--- config.mk ---
export PLATFORM = sky130hd
export DESIGN_NAME = comment_strip_space_collapse_top
export DESIGN_NICKNAME = d
export VERILOG_FILES = /design/src/design/ccs_pkg.sv /design/src/design/comment_strip_space_collapse_top.sv
export SDC_FILE = /design/constraint.sdc
export NUM_CORES = 1
export LEC_CHECK = 0
export BUFFER_PORTS_ARGS = -buffer_cell sky130_fd_sc_hd__buf_2
export CAP_MARGIN = 20
export CORE_MARGIN = 2
export CORE_UTILIZATION = 60
export CTS_CLUSTER_SIZE = 20
export DETAILED_ROUTE_END_ITERATION = 8
export GPL_TIMING_DRIVEN = 0
export PLACE_DENSITY = 0.89
export RECOVER_POWER = 25
export SLEW_MARGIN = 20
export SYNTH_ARGS = -nofsm -noshare
export SYNTH_HDL_FRONTEND = slang
export SYNTH_SLANG_ARGS = --single-unit
--- constraint.sdc ---
create_clock -name clk -period 4.6 [get_ports clk]
set_clock_uncertainty 0.05 [all_clocks]
set_input_delay 0.46 -clock clk [delete_from_list [all_inputs] [get_ports clk]]
set_output_delay 0.46 -clock clk [all_outputs]
set_load 0.01 [all_outputs]
--- src/design/ccs_pkg.sv ---
// Package with the types, constants and byte handling functions of the comment stripper.
`timescale 1ns / 1ps

package ccs_pkg;

	localparam logic [7:0] CH_SLASH   = 8'h2F;
	localparam logic [7:0] CH_STAR    = 8'h2A;
	localparam logic [7:0] CH_NEWLINE = 8'h0A;
	localparam logic [7:0] CH_SPACE   = 8'h20;
	localparam logic [7:0] CH_TAB     = 8'h09;
	localparam logic [7:0] CH_CR      = 8'h0D;

	// Result queue: four entries, so two free slots always cover one transfer.
	localparam int RES_DEPTH = 4;
	localparam int RES_AW    = 2;
	localparam int RES_CW    = 3;

	typedef struct packed {
		logic [7:0] in_byte;
		logic       last;
	} src_item_t;

	typedef struct packed {
		logic [7:0] out_byte;
		logic       has_byte;
		logic       end_of_text;
	} res_item_t;

	typedef struct packed {
		logic line;
		logic block;
		logic blocked;
	} flags_t;

	typedef struct packed {
		logic       emit;
		logic [7:0] ch;
		flags_t     flags;
	} single_t;

	function automatic logic is_white(input logic [7:0] c);
		return ((c >= CH_TAB) && (c <= CH_CR)) || (c == CH_SPACE);
	endfunction

	// Handles one byte that is not part of a two-byte mark.
	function automatic single_t take_single(input logic [7:0] c, input flags_t f);
		single_t r;
		r.emit  = 1'b0;
		r.ch    = 8'h00;
		r.flags = f;
		if (f.line) begin
			if (c == CH_NEWLINE)
				r.flags.line = 1'b0;
		end else if (!f.block) begin
			if (is_white(c)) begin
				if (!f.blocked) begin
					r.emit          = 1'b1;
					r.ch            = CH_SPACE;
					r.flags.blocked = 1'b1;
				end
			end else begin
				r.emit          = 1'b1;
				r.ch            = c;
				r.flags.blocked = 1'b0;
			end
		end
		return r;
	endfunction

endpackage

--- src/design/comment_strip_space_collapse_top.sv ---
// Top level of the comment stripper with whitespace collapsing.
`timescale 1ns / 1ps

// Channel | Handshake            | Payload
// src     | src_valid, src_stall | src_item: in_byte, last
// res     | res_valid, res_stall | res_item: out_byte, has_byte, end_of_text
//
// One byte is taken per cycle while src_stall is low. The lookahead byte and
// the comment flags are updated at the transfer, and the results go into a
// four-entry result queue whose head drives the res channel, so every result
// is registered. src_stall rises only when fewer than two queue slots are free,
// which happens only when res is stalled. arst_n clears the flags, the held byte
// state and the queue; no clearing pass is needed.

module comment_strip_space_collapse_top
	import ccs_pkg::*;
(
	input  logic      clk,
	input  logic      arst_n,
	input  logic      src_valid,
	output logic      src_stall,
	input  src_item_t src_item,
	output logic      res_valid,
	input  logic      res_stall,
	output res_item_t res_item
);

	// Lookahead byte and comment state.
	logic [7:0] held_byte_q;
	logic       held_valid_q;
	flags_t     flags_q;

	// Result queue.
	res_item_t         queue_q [RES_DEPTH];
	logic [RES_AW-1:0] wr_ptr_q;
	logic [RES_AW-1:0] rd_ptr_q;
	logic [RES_CW-1:0] count_q;

	logic       take;
	logic       pop;
	logic [7:0] held_byte_d;
	logic       held_valid_d;
	flags_t     flags_d;
	single_t    first;
	single_t    second;
	flags_t     pair_flags;
	logic [7:0] b;
	logic [1:0] npush;
	res_item_t  push0;
	res_item_t  push1;

	assign src_stall = (count_q > RES_CW'(RES_DEPTH - 2));
	assign take      = src_valid && !src_stall;
	assign res_valid = (count_q != '0);
	assign pop       = res_valid && !res_stall;
	assign res_item  = queue_q[rd_ptr_q];
	assign b         = src_item.in_byte;

	// The pair formed by the held byte and the new byte is resolved first. On
	// the last byte, the byte still held afterwards is flushed as a single byte.
	always_comb begin
		first        = '0;
		pair_flags   = flags_q;
		held_byte_d  = b;
		held_valid_d = 1'b1;
		if (held_valid_q) begin
			if (flags_q.line) begin
				first      = take_single(held_byte_q, flags_q);
				pair_flags = first.flags;
			end else if (held_byte_q == CH_SLASH && b == CH_SLASH) begin
				// A line comment opens even inside a block comment.
				pair_flags.line = 1'b1;
			end else if (held_byte_q == CH_SLASH && b == CH_STAR) begin
				pair_flags.block = 1'b1;
				held_valid_d     = 1'b0;
				held_byte_d      = 8'h00;
			end else if (held_byte_q == CH_STAR && b == CH_SLASH) begin
				// The closing mark is dropped even with no block comment open.
				pair_flags.block = 1'b0;
				held_valid_d     = 1'b0;
				held_byte_d      = 8'h00;
			end else begin
				first      = take_single(held_byte_q, flags_q);
				pair_flags = first.flags;
			end
		end

		second = '0;
		if (held_valid_d)
			second = take_single(held_byte_d, pair_flags);

		flags_d = pair_flags;
		npush   = 2'd0;
		push0   = '0;
		push1   = '0;
		if (!src_item.last) begin
			if (first.emit) begin
				npush = 2'd1;
				push0 = '{out_byte: first.ch, has_byte: 1'b1, end_of_text: 1'b0};
			end
		end else begin
			// End of text: the flags and the held byte return to the state after reset.
			held_byte_d  = 8'h00;
			held_valid_d = 1'b0;
			flags_d      = '{line: 1'b0, block: 1'b0, blocked: 1'b1};
			if (first.emit && second.emit) begin
				npush = 2'd2;
				push0 = '{out_byte: first.ch, has_byte: 1'b1, end_of_text: 1'b0};
				push1 = '{out_byte: second.ch, has_byte: 1'b1, end_of_text: 1'b1};
			end else if (first.emit) begin
				npush = 2'd1;
				push0 = '{out_byte: first.ch, has_byte: 1'b1, end_of_text: 1'b1};
			end else if (second.emit) begin
				npush = 2'd1;
				push0 = '{out_byte: second.ch, has_byte: 1'b1, end_of_text: 1'b1};
			end else begin
				npush = 2'd1;
				push0 = '{out_byte: 8'h00, has_byte: 1'b0, end_of_text: 1'b1};
			end
		end
	end

	always_ff @(posedge clk or negedge arst_n) begin
		if (!arst_n) begin
			held_byte_q  <= 8'h00;
			held_valid_q <= 1'b0;
			flags_q      <= '{line: 1'b0, block: 1'b0, blocked: 1'b1};
		end else if (take) begin
			held_byte_q  <= held_byte_d;
			held_valid_q <= held_valid_d;
			flags_q      <= flags_d;
		end
	end

	always_ff @(posedge clk or negedge arst_n) begin
		if (!arst_n) begin
			wr_ptr_q <= '0;
			rd_ptr_q <= '0;
			count_q  <= '0;
		end else begin
			if (take)
				wr_ptr_q <= wr_ptr_q + RES_AW'(npush);
			if (pop)
				rd_ptr_q <= rd_ptr_q + RES_AW'(1);
			count_q <= count_q + (take ? RES_CW'(npush) : RES_CW'(0))
				- (pop ? RES_CW'(1) : RES_CW'(0));
		end
	end

	// Queue entries are payload only.
	always_ff @(posedge clk) begin
		if (take && npush != 2'd0)
			queue_q[wr_ptr_q] <= push0;
		if (take && npush == 2'd2)
			queue_q[wr_ptr_q + RES_AW'(1)] <= push1;
	end

endmodule

==> reports/results.ini <==
[run_status]
status = complete, no violations

[yosys]
yosys_warnings = 0
avgSynthCellArea_um2 = 11.49
synthFlopType = edfxtp_1
synth_cells = 279
ys_async_sr_fraction_pct = 32.20
synth_edf_count = 40
netlist_area_um2 = 3207
synth_seq_area_share_pct = 52.32
syn_nets = 297
synth_seq_cells = 59
ys_types = 58

[clock_tree]
htreeDepth = 3
root_buffer = clkbuf_8
cts_tree = yes
cts_setup_buffers = 0
cts_buffer_depth = 2
numCtsBuffers = 9
path_clk_slew_ns = 0.06
clock_latency_ns = 0.34
cts.hold.buffers_added = 0
ctsResizeCount = 0
cts_num_sinks = 59

[floorplan]
die_w_um = 77.11
die_h_um = 77.11
io_pins = 25
dieArea_um2 = 5945
core_area_um2 = 5140
initial_core_util_pct = 62.39
rows = 26

[routing]
viasPerCell = 6.698
drt-total-wl_mm = 7.329
vias = 2592
drt_iter0_markers = 356
drc = 0
antenna_left = 0
wl_per_cell_um = 18.94
firstDrtPassIters = 5

[critical_path]
end_kind = flop
cp_slowest_stage_delay_ns = 0.41
worstPathRequired_ns = 4.77
reg2reg_depth = 13
worst_setup_path_start_kind = flop
crit_arrival_ns = 3.79
path_class = reg -> reg
crit_fanout = 8
cp_cell_sequence = or3_1 > clkbuf_1 > nor4_2 > a211o_1 > a211oi_2 > or3_1 > ha_1 > inv_1 > ha_1 > inv_1 > fa_1 > xor2_1 > xnor2_1
cpMaxStageDelayCell = nor4_2

[cells_and_area]
utilization_pct = 69.91
drive_gt1_share_pct = 20.19
nFillCells = 403
nNetsFinal = 330
n_antenna_cell = 0
area_delta_synth_final_pct = 12.06
design_area_um2 = 3593

[global_route]
grt_pass1_wl_mm = 11.71
grt_pass1_vias = 2410
grt_max_degree = 20
overflow = 0
grt_use_total_pct = 25.96
grt_antenna_before_repair = 0

[run]
timing.max_cap.violations = 0

[power]
p_clk_share_pct = 20.0
internal-power_mw = 1.409
p_leak_nw = 1.330
p_comb_share_pct = 45.0
power_switching_mw = 0.8927
power_density_nw_per_um2 = 640.6
vdd_drop_max_v = 0.0003376
seq_power_share_pct = 35.1
power_mw = 2.302
power_switching_share_pct = 38.78

[place]
placed_cell_area_um2 = 3410
dp.final_hpwl_mm = 5.117
place_congestion = 0.8532
portBuffers = 22

[timing]
worst_slew_margin_rel_pct = 23.85
rsz0062_at_grt = false
setup_viol = 0
fin_crit_sh_pct = 78.60
setup-tns-final_ns = 0
worst_pin_slew_ns = 1.134
fmax_mhz = 276.6
hold_viol = 0
min_period_ns = 3.615
slew_viol_final = 0

[worst_hold_path]
hold_class = in -> async

[Yosys cell counts, drive strengths merged, types with 5 or more instances]
| cell type | number | share of area (%) |
|---|---|---|
| dfrtp | 18 | 14 |
| and2 | 6 | 1.2 |
| nand2 | 37 | 4.3 |
| clkbuf | 6 | 0.70 |
| a21oi | 7 | 1.2 |
| mux4 | 10 | 7.0 |
| a22o | 10 | 2.7 |
| edfxtp | 40 | 37 |
| inv | 7 | 0.82 |
| o21ai | 9 | 1.4 |
| buf | 12 | 1.9 |
| nand3 | 5 | 0.78 |
| o22ai | 32 | 6.2 |
| nor2 | 12 | 1.4 |
[routing by layer]
metal / track usage, % / up-vias / wire length, µm
met4: 9.464 / 0 / 209
met5: 0 / - / 0
met1: 33.98 / 1273 / 2990
met2: 41.75 / 139 / 3557
li1: - / 1157 / -
met3: 7.294 / 23 / 572
[power by group through the flow]
stage / sequential, mW / clock [mW] / combinational [mW]
global route: 0.822 / 0.484 / 1.13
finish: 0.807 / 0.459 / 1.04
detailed placement: 0.817 / 0 / 1.02
CTS: 0.807 / 0.461 / 1.03
floorplan: 0.796 / 0 / 0.770
global placement: 0.811 / 0 / 0.975
[worst paths after layout]
path	start	end	slack, ns
worst max-delay path	held_byte_q[4]	count_q[2]	0.98
min in group clk	src_item[0]	flags_q[2]	0.35
worst min-delay path	arst_n	flags_q[1]	0.27
worst max register to register	held_byte_q[4]	count_q[2]	0.98
max in group asynchronous	arst_n	held_byte_q[4]	3.56
worst min register to register	count_q[2]	count_q[2]	0.45
[registers in the layout (all words and copies together) (netlist names)]
| signal | flops |
|---|---|
| held_byte_q | 8 |
| count_q | 3 |
| held_valid_q | 1 |
| wr_ptr_q | 2 |
| flags_q | 3 |
| rd_ptr_q | 2 |
| queue_q | 40 |
[placed cells by master (no fill, tap or decap), drive strengths merged, types with 4 or more instances in the layout]
master   n
nand2   37
nand2b   4
or3      4
buf     27
mux4    10
and2     6
clkbuf  25
o22ai   32
edfxtp  40
inv      7
o21ai    9
nor3     4
nor2    12
a21oi    7
nand3    5
clkinv   4
dfrtp   18
a22o    10
ha       4
[worst max-delay path: cells and delay by family, from the launching register on]
| kind | cells | cell delay [ns] |
|---|---|---|
| buffers and inverters | 3 | 0.31 |
| and+or+nand+nor | 3 | 1.16 |
| adders and majority gates | 3 | 0.77 |
| DFF | 1 | 0.40 |
| xor gates and xnor gates | 2 | 0.30 |
| AOI/OAI and AO/OA | 2 | 0.52 |
[area by class of cell]
cell class	instances	area, µm²	share of cell area, %
sequential	59	1678	46.69
multi-input combinational	194	1424	39.62
clock buffer	12	145.1	4.039
timing repair buffer	22	103.9	2.890
tap	70	87.58	2.437
buffer	18	82.58	2.298
clock inverter	4	42.54	1.184
inverter	8	30.03	0.8357
[cells by family after synthesis]
| family | after synthesis | synth area share, % |
|---|---|---|
| AND/OR/NAND/NOR | 94 | 15.26 |
| AO/OA/AOI/OAI | 79 | 17.99 |
| flip-flops | 59 | 52.32 |
| buffers and inverters | 26 | 3.551 |
| multiplexers | 11 | 7.335 |
| XOR/XNOR | 5 | 1.366 |
| adder cells (fa/ha/maj) | 5 | 2.185 |
[stage by stage]
stage / setup slack (ns) / cells / hold WS, ns
after floorplan: 1.190 / 279 / 0.1144
after CTS: 1.020 / 387 / 0.03440
final: 0.9846 / 387 / 0.2665
after global routing: 0.8137 / 387 / 0.3465
after detailed placement: 0.9865 / 371 / 0.3922
after global placement: 1.031 / 371 / 0.3867
(Power assumes the default switching activity.)
